[config.mk]
export PLATFORM = sky130hd
export DESIGN_NAME = mandelbrot_stripe_average
export DESIGN_NICKNAME = d
export VERILOG_FILES = /design/src/hdl/msa_pkg.sv /design/src/hdl/msa_mul.sv /design/src/hdl/msa_dsu.sv /design/src/hdl/mandelbrot_stripe_average.sv
export SDC_FILE = /design/constraint.sdc
export NUM_CORES = 2
export LEC_CHECK = 0
export ABC_CLOCK_PERIOD_IN_PS = 10300
export BUFFER_PORTS_ARGS = -buffer_cell sky130_fd_sc_hd__buf_2
export CAP_MARGIN = 20
export CORE_MARGIN = 2
export CORE_UTILIZATION = 59
export CTS_CLUSTER_DIAMETER = 200
export DETAILED_ROUTE_END_ITERATION = 8
export PLACE_DENSITY = 0.79
export REMOVE_ABC_BUFFERS = 1
export SKIP_CTS_REPAIR_TIMING = 1
export SYNTH_ARGS = -nofsm -noshare
export SYNTH_HDL_FRONTEND = slang
export SYNTH_SLANG_ARGS = --single-unit
[constraint.sdc]
create_clock -name clk -period 10.3 [get_ports clk]
set_clock_uncertainty 0.15 [all_clocks]
set_input_delay 2.06 -clock clk [delete_from_list [all_inputs] [get_ports clk]]
set_output_delay 2.06 -clock clk [all_outputs]
set_load 0.02 [all_outputs]
[src/hdl/msa_pkg.sv]
// Shared types and constants for the Mandelbrot stripe-average block.
`default_nettype none
package msa_pkg;

	localparam int COORD_WIDTH_DEF = 32;
	localparam int AVG_WIDTH_DEF   = 16;
	localparam int ITER_WIDTH      = 10;
	localparam int BAIL_WIDTH      = 6;
	localparam int APB_ADDR_WIDTH  = 3;
	localparam int APB_DATA_WIDTH  = 32;

	localparam logic [ITER_WIDTH-1:0] MAX_ITER_RESET = 10'd500;
	localparam logic [BAIL_WIDTH-1:0] BAILOUT_RESET  = 6'd63;

	// register index = paddr[2]
	localparam logic REG_MAX_ITER = 1'b0;
	localparam logic REG_BAILOUT  = 1'b1;

	// divide / square-root unit operations
	localparam logic MODE_DIV  = 1'b0;
	localparam logic MODE_SQRT = 1'b1;

	typedef struct packed {
		logic start;
		logic mode;
	} dsu_ctl_t;

endpackage
`default_nettype wire

[src/hdl/msa_mul.sv]
// Registered signed multiplier shared by all orbit products.
`default_nettype none
module msa_mul #(
	parameter int W = msa_pkg::COORD_WIDTH_DEF
) (
	input  wire logic                  clk,
	input  wire logic signed [W-1:0]   a,
	input  wire logic signed [W-1:0]   b,
	output logic signed [2*W-1:0]      p_q
);

	always_ff @(posedge clk) begin
		p_q <= a * b;
	end

endmodule
`default_nettype wire

[src/hdl/msa_dsu.sv]
// Shared bit-serial unit: restoring division and digit-by-digit square root.
`default_nettype none
module msa_dsu import msa_pkg::*; #(
	parameter int XW = 64,
	parameter int QW = 32,
	parameter int DW = 32
) (
	input  wire logic                         clk,
	input  wire logic                         arst_n,
	input  wire dsu_ctl_t                     ctl,
	input  wire logic [XW-1:0]                x,
	input  wire logic [DW-1:0]                d,
	input  wire logic [$clog2(XW+1)-1:0]      steps,
	output logic [QW-1:0]                     q_q,
	output logic                              done_q
);

	localparam int RW = QW + 3;
	localparam int SW = $clog2(XW+1);

	logic [XW-1:0] x_q;
	logic [RW-1:0] r_q;
	logic [DW-1:0] d_q;
	logic          mode_q;
	logic [SW-1:0] cnt_q;
	logic          busy_q;

	logic [RW-1:0] rs;
	logic [RW-1:0] trial;
	logic          ge;

	always_comb begin
		if (mode_q == MODE_SQRT) begin
			rs    = {r_q[RW-3:0], x_q[XW-1:XW-2]};
			trial = RW'({q_q, 2'b01});
		end else begin
			rs    = {r_q[RW-2:0], x_q[XW-1]};
			trial = RW'(d_q);
		end
		ge = (rs >= trial);
	end

	always_ff @(posedge clk or negedge arst_n) begin
		if (!arst_n) begin
			busy_q <= 1'b0;
			done_q <= 1'b0;
			cnt_q  <= '0;
		end else begin
			done_q <= 1'b0;
			if (ctl.start) begin
				busy_q <= 1'b1;
				cnt_q  <= steps;
			end else if (busy_q) begin
				cnt_q <= cnt_q - SW'(1);
				if (cnt_q == SW'(1)) begin
					busy_q <= 1'b0;
					done_q <= 1'b1;
				end
			end
		end
	end

	always_ff @(posedge clk) begin
		if (ctl.start) begin
			x_q    <= x;
			r_q    <= '0;
			q_q    <= '0;
			d_q    <= d;
			mode_q <= ctl.mode;
		end else if (busy_q) begin
			// consume one quotient or root digit
			x_q <= (mode_q == MODE_SQRT) ? (x_q << 2) : (x_q << 1);
			r_q <= ge ? (rs - trial) : rs;
			q_q <= {q_q[QW-2:0], ge};
		end
	end

endmodule
`default_nettype wire

[src/hdl/mandelbrot_stripe_average.sv]
// Top level: orbit sequencer, configuration registers and result register.
//
//  channel  | direction | handshake          | payload
//  input    | in        | in_valid/in_ready  | c_re, c_im
//  result   | out       | out_valid/out_ready| escaped, iter_count, stripe_avg
//  config   | in        | APB psel/penable   | iter_limit @0, bailout_sq @4
//
// One point at a time. Each iteration runs the bit-serial square root and
// the term division on the shared divide/sqrt unit; the final mean is one
// more division on that unit.
// in_ready is high only while idle; a finished result waits in the output
// register while the next point is accepted and iterated.
// Reset loads iter_limit 500 and bailout_sq 63 and clears all control state.
`default_nettype none
module mandelbrot_stripe_average import msa_pkg::*; #(
	parameter int COORD_WIDTH = COORD_WIDTH_DEF,
	parameter int AVG_WIDTH   = AVG_WIDTH_DEF
) (
	input  wire logic                          clk,
	input  wire logic                          arst_n,
	input  wire logic                          in_valid,
	output logic                               in_ready,
	input  wire logic signed [COORD_WIDTH-1:0] c_re,
	input  wire logic signed [COORD_WIDTH-1:0] c_im,
	output logic                               out_valid,
	input  wire logic                          out_ready,
	output logic                               escaped,
	output logic [ITER_WIDTH-1:0]              iter_count,
	output logic [AVG_WIDTH-1:0]               stripe_avg,
	input  wire logic                          psel,
	input  wire logic                          penable,
	input  wire logic                          pwrite,
	input  wire logic [APB_ADDR_WIDTH-1:0]     paddr,
	input  wire logic [APB_DATA_WIDTH-1:0]     pwdata,
	output logic [APB_DATA_WIDTH-1:0]          prdata,
	output logic                               pready
);

	localparam int W    = COORD_WIDTH;
	localparam int A    = AVG_WIDTH;
	localparam int F    = W - 4;
	localparam int PW   = 2 * W;
	localparam int NW   = W + A - 1;
	localparam int SUMW = A + ITER_WIDTH;
	localparam int QW   = (W > A) ? W : A;
	localparam int XW0  = (PW > NW) ? PW : NW;
	localparam int XW   = (XW0 > SUMW) ? XW0 : SUMW;
	localparam int SW   = $clog2(XW + 1);

	localparam logic [3:0] S_IDLE    = 4'd0;
	localparam logic [3:0] S_CHECK   = 4'd1;
	localparam logic [3:0] S_MRI     = 4'd2;
	localparam logic [3:0] S_NEW     = 4'd3;
	localparam logic [3:0] S_SQR     = 4'd4;
	localparam logic [3:0] S_SQI     = 4'd5;
	localparam logic [3:0] S_MAG     = 4'd6;
	localparam logic [3:0] S_SUMSQ   = 4'd7;
	localparam logic [3:0] S_SQRT_GO = 4'd8;
	localparam logic [3:0] S_SQRT    = 4'd9;
	localparam logic [3:0] S_DIV_GO  = 4'd10;
	localparam logic [3:0] S_DIV     = 4'd11;
	localparam logic [3:0] S_AVG_GO  = 4'd12;
	localparam logic [3:0] S_AVG     = 4'd13;
	localparam logic [3:0] S_FIN     = 4'd14;

	logic [3:0] state_q;

	logic [ITER_WIDTH-1:0] max_iter_q;
	logic [BAIL_WIDTH-1:0] bailout_q;

	logic signed [W-1:0] cr_q, ci_q, zr_q, zi_q;
	logic [PW-1:0]       sqr_q, sqi_q, magsq_q, diff_q, pri_q;
	logic                ovf_q;
	logic [SUMW-1:0]     sum_q;
	logic [ITER_WIDTH-1:0] i_q;
	logic [W-1:0]        mag_q;
	logic                esc_q;
	logic [A-1:0]        avg_q;

	logic                  out_valid_q;
	logic                  escaped_q;
	logic [ITER_WIDTH-1:0] iter_q;
	logic [A-1:0]          avg_out_q;

	logic signed [W-1:0]  mul_a, mul_b;
	logic signed [PW-1:0] mul_p;

	dsu_ctl_t      dsu_ctl;
	logic [XW-1:0] dsu_x;
	logic [W-1:0]  dsu_d;
	logic [SW-1:0] dsu_steps;
	logic [QW-1:0] dsu_q;
	logic          dsu_done;

	logic [PW-1:0]  limit;
	logic [W+4:0]   nr_sum;
	logic [W+5:0]   ni_sum;
	logic [W-1:0]   nr_sat, ni_sat;
	logic           nr_ovf, ni_ovf;
	logic [W-1:0]   aim;
	logic [NW-1:0]  term_num;
	logic           load_out;
	logic           cfg_wr;

	localparam logic [W-1:0] SAT_MAX = {1'b0, {(W-1){1'b1}}};
	localparam logic [W-1:0] SAT_MIN = {1'b1, {(W-1){1'b0}}};

	// ---------------- configuration port ----------------
	assign pready = 1'b1;
	assign cfg_wr = psel && penable && pwrite;

	always_ff @(posedge clk or negedge arst_n) begin
		if (!arst_n) begin
			max_iter_q <= MAX_ITER_RESET;
			bailout_q  <= BAILOUT_RESET;
		end else if (cfg_wr) begin
			case (paddr[2])
				REG_MAX_ITER: max_iter_q <= pwdata[ITER_WIDTH-1:0];
				REG_BAILOUT:  bailout_q  <= pwdata[BAIL_WIDTH-1:0];
				default: ;
			endcase
		end
	end

	always_comb begin
		case (paddr[2])
			REG_MAX_ITER: prdata = APB_DATA_WIDTH'(max_iter_q);
			REG_BAILOUT:  prdata = APB_DATA_WIDTH'(bailout_q);
			default:      prdata = '0;
		endcase
	end

	// ---------------- shared units ----------------
	assign mul_a = (state_q == S_SQI) ? zi_q : zr_q;
	assign mul_b = (state_q == S_SQR) ? zr_q : zi_q;

	msa_mul #(.W(W)) u_mul (
		.clk (clk),
		.a   (mul_a),
		.b   (mul_b),
		.p_q (mul_p)
	);

	assign aim      = zi_q[W-1] ? (~zi_q + W'(1)) : zi_q;
	assign term_num = NW'(aim) << (A - 1);

	always_comb begin
		dsu_ctl.start = 1'b0;
		dsu_ctl.mode  = MODE_DIV;
		dsu_x         = XW'(term_num) << (XW - NW);
		dsu_d         = mag_q;
		dsu_steps     = SW'(NW);
		case (state_q)
			S_SQRT_GO: begin
				dsu_ctl.start = 1'b1;
				dsu_ctl.mode  = MODE_SQRT;
				dsu_x         = XW'(magsq_q) << (XW - PW);
				dsu_steps     = SW'(W);
			end
			S_DIV_GO: begin
				dsu_ctl.start = 1'b1;
			end
			S_AVG_GO: begin
				dsu_ctl.start = 1'b1;
				dsu_x         = XW'(sum_q) << (XW - SUMW);
				dsu_d         = W'(i_q);
				dsu_steps     = SW'(SUMW);
			end
			default: ;
		endcase
	end

	msa_dsu #(.XW(XW), .QW(QW), .DW(W)) u_dsu (
		.clk    (clk),
		.arst_n (arst_n),
		.ctl    (dsu_ctl),
		.x      (dsu_x),
		.d      (dsu_d),
		.steps  (dsu_steps),
		.q_q    (dsu_q),
		.done_q (dsu_done)
	);

	// ---------------- orbit update ----------------
	assign limit = PW'(bailout_q) << (2 * F);

	// floor shift then add c; saturate to the coordinate range
	assign nr_sum = {diff_q[PW-1], diff_q[PW-1:F]} + {{5{cr_q[W-1]}}, cr_q};
	assign ni_sum = {pri_q[PW-1], pri_q[PW-1:F-1]} + {{6{ci_q[W-1]}}, ci_q};

	always_comb begin
		nr_ovf = (nr_sum[W+4:W-1] != {6{nr_sum[W+4]}});
		ni_ovf = (ni_sum[W+5:W-1] != {7{ni_sum[W+5]}});
		nr_sat = nr_ovf ? (nr_sum[W+4] ? SAT_MIN : SAT_MAX) : nr_sum[W-1:0];
		ni_sat = ni_ovf ? (ni_sum[W+5] ? SAT_MIN : SAT_MAX) : ni_sum[W-1:0];
	end

	assign in_ready = (state_q == S_IDLE);
	assign load_out = (state_q == S_FIN) && (!out_valid_q || out_ready);

	always_ff @(posedge clk or negedge arst_n) begin
		if (!arst_n) begin
			state_q <= S_IDLE;
		end else begin
			case (state_q)
				S_IDLE:    if (in_valid) state_q <= S_CHECK;
				S_CHECK: begin
					if (i_q == max_iter_q) state_q <= S_FIN;
					else if (ovf_q || magsq_q > limit)
						state_q <= (i_q == '0) ? S_FIN : S_AVG_GO;
					else state_q <= S_MRI;
				end
				S_MRI:     state_q <= S_NEW;
				S_NEW:     state_q <= S_SQR;
				S_SQR:     state_q <= S_SQI;
				S_SQI:     state_q <= S_MAG;
				S_MAG:     state_q <= S_SUMSQ;
				S_SUMSQ:   state_q <= S_SQRT_GO;
				S_SQRT_GO: state_q <= S_SQRT;
				S_SQRT: begin
					if (dsu_done) state_q <= (dsu_q[W-1:0] == '0) ? S_CHECK : S_DIV_GO;
				end
				S_DIV_GO:  state_q <= S_DIV;
				S_DIV:     if (dsu_done) state_q <= S_CHECK;
				S_AVG_GO:  state_q <= S_AVG;
				S_AVG:     if (dsu_done) state_q <= S_FIN;
				S_FIN:     if (load_out) state_q <= S_IDLE;
				default:   state_q <= S_IDLE;
			endcase
		end
	end

	always_ff @(posedge clk) begin
		case (state_q)
			S_IDLE: begin
				cr_q    <= c_re;
				ci_q    <= c_im;
				zr_q    <= '0;
				zi_q    <= '0;
				sqr_q   <= '0;
				sqi_q   <= '0;
				magsq_q <= '0;
				ovf_q   <= 1'b0;
				sum_q   <= '0;
				i_q     <= '0;
			end
			S_CHECK: begin
				avg_q <= '0;
				esc_q <= (i_q != max_iter_q);
			end
			S_MRI: begin
				pri_q  <= mul_p;
				diff_q <= sqr_q - sqi_q;
			end
			S_NEW: begin
				zr_q  <= nr_sat;
				zi_q  <= ni_sat;
				ovf_q <= ovf_q | nr_ovf | ni_ovf;
			end
			S_SQI:   sqr_q   <= mul_p;
			S_MAG:   sqi_q   <= mul_p;
			S_SUMSQ: magsq_q <= sqr_q + sqi_q;
			S_SQRT: begin
				if (dsu_done) begin
					mag_q <= dsu_q[W-1:0];
					// zero magnitude adds no term
					if (dsu_q[W-1:0] == '0) i_q <= i_q + ITER_WIDTH'(1);
				end
			end
			S_DIV: begin
				if (dsu_done) begin
					sum_q <= sum_q + SUMW'(dsu_q[A-1:0]);
					i_q   <= i_q + ITER_WIDTH'(1);
				end
			end
			S_AVG:   if (dsu_done) avg_q <= dsu_q[A-1:0];
			default: ;
		endcase
	end

	// ---------------- result register ----------------
	always_ff @(posedge clk or negedge arst_n) begin
		if (!arst_n) begin
			out_valid_q <= 1'b0;
		end else if (load_out) begin
			out_valid_q <= 1'b1;
		end else if (out_ready) begin
			out_valid_q <= 1'b0;
		end
	end

	always_ff @(posedge clk) begin
		if (load_out) begin
			escaped_q <= esc_q;
			iter_q    <= i_q;
			avg_out_q <= avg_q;
		end
	end

	assign out_valid  = out_valid_q;
	assign escaped    = escaped_q;
	assign iter_count = iter_q;
	assign stripe_avg = avg_out_q;

endmodule
`default_nettype wire

* Word level (Yosys, flattened, before mapping)
Cells that the tools add are included.
Storage, ports and cells: register bits 818
Cells by class: $add $sub $neg 9, multiply operators 1, $lt $le $gt $ge 2, eq/ne operators 25, muxes and demuxes 53, bitwise logic cells 4, reduce and logical (&&, ||, !) cells 26
Operators with widths (count):
- $pmux W64 S2 | 4
- $mux W32 | 7
- $mux W64 | 3
- $pmux W32 S2 | 3
- $mux W34 | 2
- $add A64 B64 Y64 | 1
- $gt A64 B62 Y1 | 1
- $mul A32 B32 Y64 | 1
- $sub A64 B64 Y64 | 1
- $pmux W4 S15 | 1
- $pmux W26 S2 | 1
- $mux W10 | 4
- $add A37 B32 Y38 | 1
- $add A36 B32 Y37 | 1
- $ge A35 B34 Y1 | 1
- $mux W35 | 1
- $sub A34 B34 Y34 | 1
- $add A32 B2 Y32 const B | 1
- $logic_not A32 Y1 | 1
- $mux W4 | 8
- $not A32 Y32 | 1
- $pmux W16 S2 | 1
- $pmux W10 S3 | 1
- $eq A4 B4 Y1 const B | 7
- other kinds (33) | 66

* Depth between registers and ports, before layout
depth in word-level cells 5, depth in mapped cells 36, gate-level depth less buffers 32

* By module
From an unflattened synthesis, not the netlist that was laid out.
Second synthesis, totals: cell total of the unflattened synthesis 8098, area, all modules 80727.4 sq um
By module, submodules not included:
- msa_mul | times used 1, cells an instance 3955, area an instance 37626.1 sq um, sequential area each 1281.2 sq um
- mandelbrot_stripe_average | times used 1, cells an instance 3162, area an instance 33154.3 sq um, sequential area each 15735.1 sq um
- msa_dsu | times used 1, cells an instance 981, area an instance 9947.0 sq um, sequential area each 4459.3 sq um

* Worst setup path before layout
Ideal clock, no wire load.
path kind register -> register, from register state_q[3], to register u_mul.p_q[61], setup time 0.072 ns, arrival 9.472 ns, setup slack 0.606 ns, cell stages (with the launch flop) 32, path buffers 4, path through dfrtp_1 > clkbuf_1 > nand2b_1 > clkbuf_1 > nor2_1 > clkbuf_1 > mux2i_1 > clkbuf_1 > nor2_1 > fa_1 > fa_1 > fa_1 > inv_1 > fa_1 > inv_1 > fa_1 > inv_1 > fa_1 > inv_1 > fa_1 > fa_1 > ha_1 > and4_1 > nand3_1 > or2_2 > o31ai_1 > a41oi_1 > o41a_1 > a31o_2 > or4_1 > nand3_1 > xor2_1
On the way: longest elaborated chain between the ends 3, elaborated cells on any way between the ends 5, classes of those cells mul (1); eq/ne (2); mux (2)
Ends and longest elaborated chain:
- from (decl) | line mandelbrot_stripe_average.sv:66 | logic [3:0] state_q;
- from (signal assigned) | line mandelbrot_stripe_average.sv:210 | state_q <= (i_q == '0) ? S_FIN : S_AVG_GO;
- from (signal assigned) | line mandelbrot_stripe_average.sv:221 | if (dsu_done) state_q <= (dsu_q[W-1:0] == '0) ? S_CHECK : S_DIV_GO;
- $eq A4 B3 Y1, on equally long branches | line mandelbrot_stripe_average.sv:134, mandelbrot_stripe_average.sv:135
- $mux W32, on equally long branches | line mandelbrot_stripe_average.sv:134, mandelbrot_stripe_average.sv:135
- $mul A32 B32 Y64 * | line msa_mul.sv:13 | p_q <= a * b;
- to (signal assigned) | line msa_mul.sv:13
- to (decl) | line msa_mul.sv:9 | output logic signed [2*W-1:0] p_q
Every way passes the cells marked *; elsewhere a longest branch is shown, timed or not. A chain may end at the register's enable or synchronous reset.

* Worst setup path in the final report
from register state_q[1], to register u_mul.p_q[61]
Same word-level chain as after synthesis.

==> summary by stage <==
Outcome
The run finished with clean final reports.

Clock network
The number of H-tree levels is 3. The buffer depth of the longest clock path is 3. In this run, CTS created clock tree buffers numbering 80.

The cell at the root of the clock tree is sky130_fd_sc_hd__clkbuf_16. The TritonCTS clock tree is done. The tree built by TritonCTS fans out to 763 sinks. After clock tree synthesis, the clock-pin slew on the worst setup and hold paths is about 0.070 ns. The clock insertion delay at the later pin of the skew report is 0.65 ns.

Timing
At the pin with the least slew margin, the transition time is 1.152 ns. The minimum period implied by the final worst setup slack is roughly 10 ns. The worst path meets setup with 0.2915 ns of slack.

The top achievable clock speed is 99.92 MHz. The tightest slew margin relative to the limit is 22.15%. The count of endpoints failing hold in the final timing report is 0.

Setup repair after global routing could not meet its margin everywhere. The share of the clock period used by the worst path is between 90% and 100%. The setup-violating endpoint count in the final report is 0. The final-report max-slew violation count was 0.

Worst setup path
The worst setup path is captured at a register. The most numerous cell type found on the critical path is sky130_fd_sc_hd__fa_1. The worst setup path is of the reg2reg kind.

Data arrives at the worst endpoint at 10.43 ns. Along the worst path, the maximum fanout reaches 21. The standard cell with the maximum stage delay on the critical path is sky130_fd_sc_hd__mux2i_2. The startpoint class of the critical path is a register.

The setup check on the worst reg-to-reg path leaves a slack of 0.29 ns. The biggest cell delay along the critical path is roughly 0.7 ns. Data on the critical path is required at its endpoint by 10.73 ns.

Detailed routing
The count of nets left with antenna violations once routing finished came out at 0. The top routing layer in use is met5. After detailed routing, the total wire length is 229,400 microns. The detail-routed via count per cell is 6.089. Across all layers, the routed design uses slightly below 60,000 vias. In the final routing, the length of wire on met1 measures 84,460 microns. The pre-antenna-repair detailed-routing pass consisted of 9 iterations. Dividing the detail-routed wire length by the instance count gives 23.44 microns. After detailed routing, the met3 layer carries 22,400 microns of wire. The detailed router finished its first iteration with ~6,000 violations. The remaining design rule violation count is 0. Detailed routing placed a total of 107,000 microns of wire on met2.

Logic synthesis
In this run, synthesis inferred 603 flip-flops with an integrated enable. The number of distinct standard cells referenced by the synthesized netlist is 90. The post-synthesis async set-or-reset flop share is 3.932%. The flop and latch count out of synthesis is between 700 and 800. The synthesized area per cell is 9.900 sq um. The sequential element share of the synthesized area is 27.40%. During synthesis, Yosys emitted a total of 0 warnings. Summing every instance area after synthesis gives 78,380 sq um. The most used flip-flop cell after synthesis is sky130_fd_sc_hd__edfxtp_1.

After technology mapping, the gate count stands at 7,917.

Final layout
Fill cells in the final layout number 10,280. Cells fill 64.17% of the core in the end. The area growth from synthesis to layout is 7.758%. The final layout contains 9,599 nets.

The share of final-layout standard cells stronger than drive strength 1 is under 10%.

Global routing
The initial antenna violation count is 14. For this run, the total global-route usage over all layers was measured as between 30% and 40%. Entering global routing, the biggest net connects around 110 pins.

The first global-routing pass estimated 350,700 microns of wire. The via count of the first global-routing pass is around 61,000. The total grt overflow is 0.

Floorplan
Once the floorplan was initialized, standard cells occupied a little under 60% of the core. Pin placement for this block handled approximately 170 I/O pins. The die outline height is about 370 microns.

The area of the core is between 100,000 and 150,000 sq um. The floorplan step set the die width to 368.5 microns. The full die area is around 140,000 sq um. The number of rows created at floorplan is 133.

Placement
The HPWL after detailed placement is 180,700 microns. The final weighted congestion in routability-driven placement is ~1.1. The number of buffers inserted by port buffering is 120. The placement-stage worst setup slack is -0.009589 ns.

Min path
The min-delay analysis places its worst path in the category reg2reg.

Run
The max-cap check violation count is 0.
## final timing paths
path	startpoint	to	cells past startpoint
min in group asynchronous	arst_n	state_q[3]	1
worst min-delay path	avg_q[3]	stripe_avg[3]	0
worst min register to register	avg_q[3]	stripe_avg[3]	0
max in group asynchronous	arst_n	u_dsu.busy_q	1
worst max-delay path	state_q[1]	u_mul.p_q[61]	30
worst max register to register	state_q[1]	u_mul.p_q[61]	30
## cell usage in the layout, fill, tap and decap left out, types with 31 or more instances in the layout
cell,synthesis,layout
sky130_fd_sc_hd__a211oi_1,63,63
sky130_fd_sc_hd__xnor2_1,194,194
sky130_fd_sc_hd__nor3_1,77,75
sky130_fd_sc_hd__nand4_1,46,46
sky130_fd_sc_hd__fa_1,1087,1087
sky130_fd_sc_hd__o31ai_1,38,37
sky130_fd_sc_hd__nand2_1,691,687
sky130_fd_sc_hd__buf_4,25,196
sky130_fd_sc_hd__xor2_1,98,98
sky130_fd_sc_hd__nand3_1,56,56
sky130_fd_sc_hd__inv_1,1164,1163
sky130_fd_sc_hd__or3_1,46,46
sky130_fd_sc_hd__o21bai_1,53,53
sky130_fd_sc_hd__o21ai_0,235,233
sky130_fd_sc_hd__clkbuf_16,0,82
sky130_fd_sc_hd__buf_2,2,120
sky130_fd_sc_hd__a21o_1,130,130
sky130_fd_sc_hd__a21oi_1,396,394
sky130_fd_sc_hd__or2_2,31,31
sky130_fd_sc_hd__o21a_1,44,44
sky130_fd_sc_hd__nor2b_1,87,84
sky130_fd_sc_hd__o211ai_1,31,31
sky130_fd_sc_hd__edfxtp_1,603,603
sky130_fd_sc_hd__mux2i_1,180,155
sky130_fd_sc_hd__mux2_2,135,133
sky130_fd_sc_hd__and3_1,173,173
sky130_fd_sc_hd__nand2b_1,46,46
sky130_fd_sc_hd__ha_1,444,444
sky130_fd_sc_hd__nor4_1,46,46
sky130_fd_sc_hd__dfxtp_1,130,130
sky130_fd_sc_hd__nor2_1,901,894
## metrics by stage
stage	instance area, sq um	hold WS [ns]	setup TNS [ns]	std cells
after CTS	84270	0.2687	-0.07789	9771
after global routing	84460	0.2854	-0.02458	9781
after detailed placement	81560	0.2545	-0.009589	9625
after global placement	81530	0.2513	0	9623
final	84460	0.2667	0	9783
after floorplan	76890	0.2503	-68.88	7549
## layer usage
metal	vias to the layer above	global-route usage [%]
li1	26080	-
met1	29720	42.13
met2	3004	54.98
met3	760	7.046
met4	16	19.30
met5	-	0.07123
## critical path, delay by kind of cell, from the launching register on
kind	cells	cell delay, ns
fa+ha+maj	9	4.07
simple gates	7	1.70
compound gates	5	1.43
buf+inv	7	1.22
mux	1	0.70
flops	1	0.45
xor+xnor	1	0.14
## sequential cells by signal, summed over array words and instances, names as in the netlist, 7 cells and up
name	flops
diff_q	36
cr_q	32
sqi_q	64
magsq_q	64
avg_q	16
zr_q	32
u_mul.p_q	64
sum_q	26
pri_q	37
ci_q	32
u_dsu.cnt_q	7
sqr_q	64
stripe_avg	16
u_dsu.x_q	64
zi_q	32
u_dsu.r_q	34
mag_q	32
iter_count	10
u_dsu.d_q	32
i_q	10
max_iter_q	10
u_dsu.q_q	32
## final cells by class
cell class                 count  area [sq um]  area share (%)
antenna                        2         5.005        0.005925
clock inverter                51         590.6          0.6992
inverter                    1166          4380           5.186
clock buffer                  95          2120           2.509
tap                         1755          2196           2.600
multi-input combinational   5621         51370           60.82
sequential                   763         21480           25.43
timing repair buffer         330          2325           2.752
## cells in the mapped netlist (28+ instances only)
cell	instances	share of area, %
sky130_fd_sc_hd__a211oi_1	63	0.60
sky130_fd_sc_hd__a21o_1	130	1.2
sky130_fd_sc_hd__a21oi_1	396	2.5
sky130_fd_sc_hd__and3_1	173	1.4
sky130_fd_sc_hd__buf_1	28	0.13
sky130_fd_sc_hd__clkbuf_1	330	1.6
sky130_fd_sc_hd__dfxtp_1	130	3.3
sky130_fd_sc_hd__edfxtp_1	603	23
sky130_fd_sc_hd__fa_1	1087	28
sky130_fd_sc_hd__ha_1	444	7.1
sky130_fd_sc_hd__inv_1	1164	5.6
sky130_fd_sc_hd__mux2_2	135	1.9
sky130_fd_sc_hd__mux2i_1	180	2.3
sky130_fd_sc_hd__nand2_1	691	3.3
sky130_fd_sc_hd__nand2b_1	46	0.37
sky130_fd_sc_hd__nand3_1	56	0.36
sky130_fd_sc_hd__nand4_1	46	0.37
sky130_fd_sc_hd__nor2_1	901	4.3
sky130_fd_sc_hd__nor2b_1	87	0.69
sky130_fd_sc_hd__nor3_1	77	0.49
sky130_fd_sc_hd__nor4_1	46	0.37
sky130_fd_sc_hd__o211ai_1	31	0.30
sky130_fd_sc_hd__o21a_1	44	0.42
sky130_fd_sc_hd__o21ai_0	235	1.5
sky130_fd_sc_hd__o21bai_1	53	0.51
sky130_fd_sc_hd__o31ai_1	38	0.36
sky130_fd_sc_hd__or2_2	31	0.25
sky130_fd_sc_hd__or3_1	46	0.37
sky130_fd_sc_hd__xnor2_1	194	2.2
sky130_fd_sc_hd__xor2_1	98	1.1
## cells by family (layout without fill, tap and decap cells)
| logic type | count (synthesis) | in the layout | synth area share [%] |
|---|---|---|---|
| muxes | 316 | 317 | 4.253 |
| xor gates and xnor gates | 292 | 292 | 3.263 |
| other | 2 | 25 | 0.009581 |
| and+or+nand+nor | 2272 | 2272 | 12.97 |
| DFF | 763 | 763 | 27.40 |
| AOI/OAI and AO/OA | 1186 | 1186 | 9.667 |
| adders and majority gates | 1531 | 1531 | 34.85 |
| buffers and inverters | 1555 | 1642 | 7.589 |
Power is left out: the tool's default activity adds up to more than one toggle a clock period on the data nets, which glitch-free logic cannot reach.
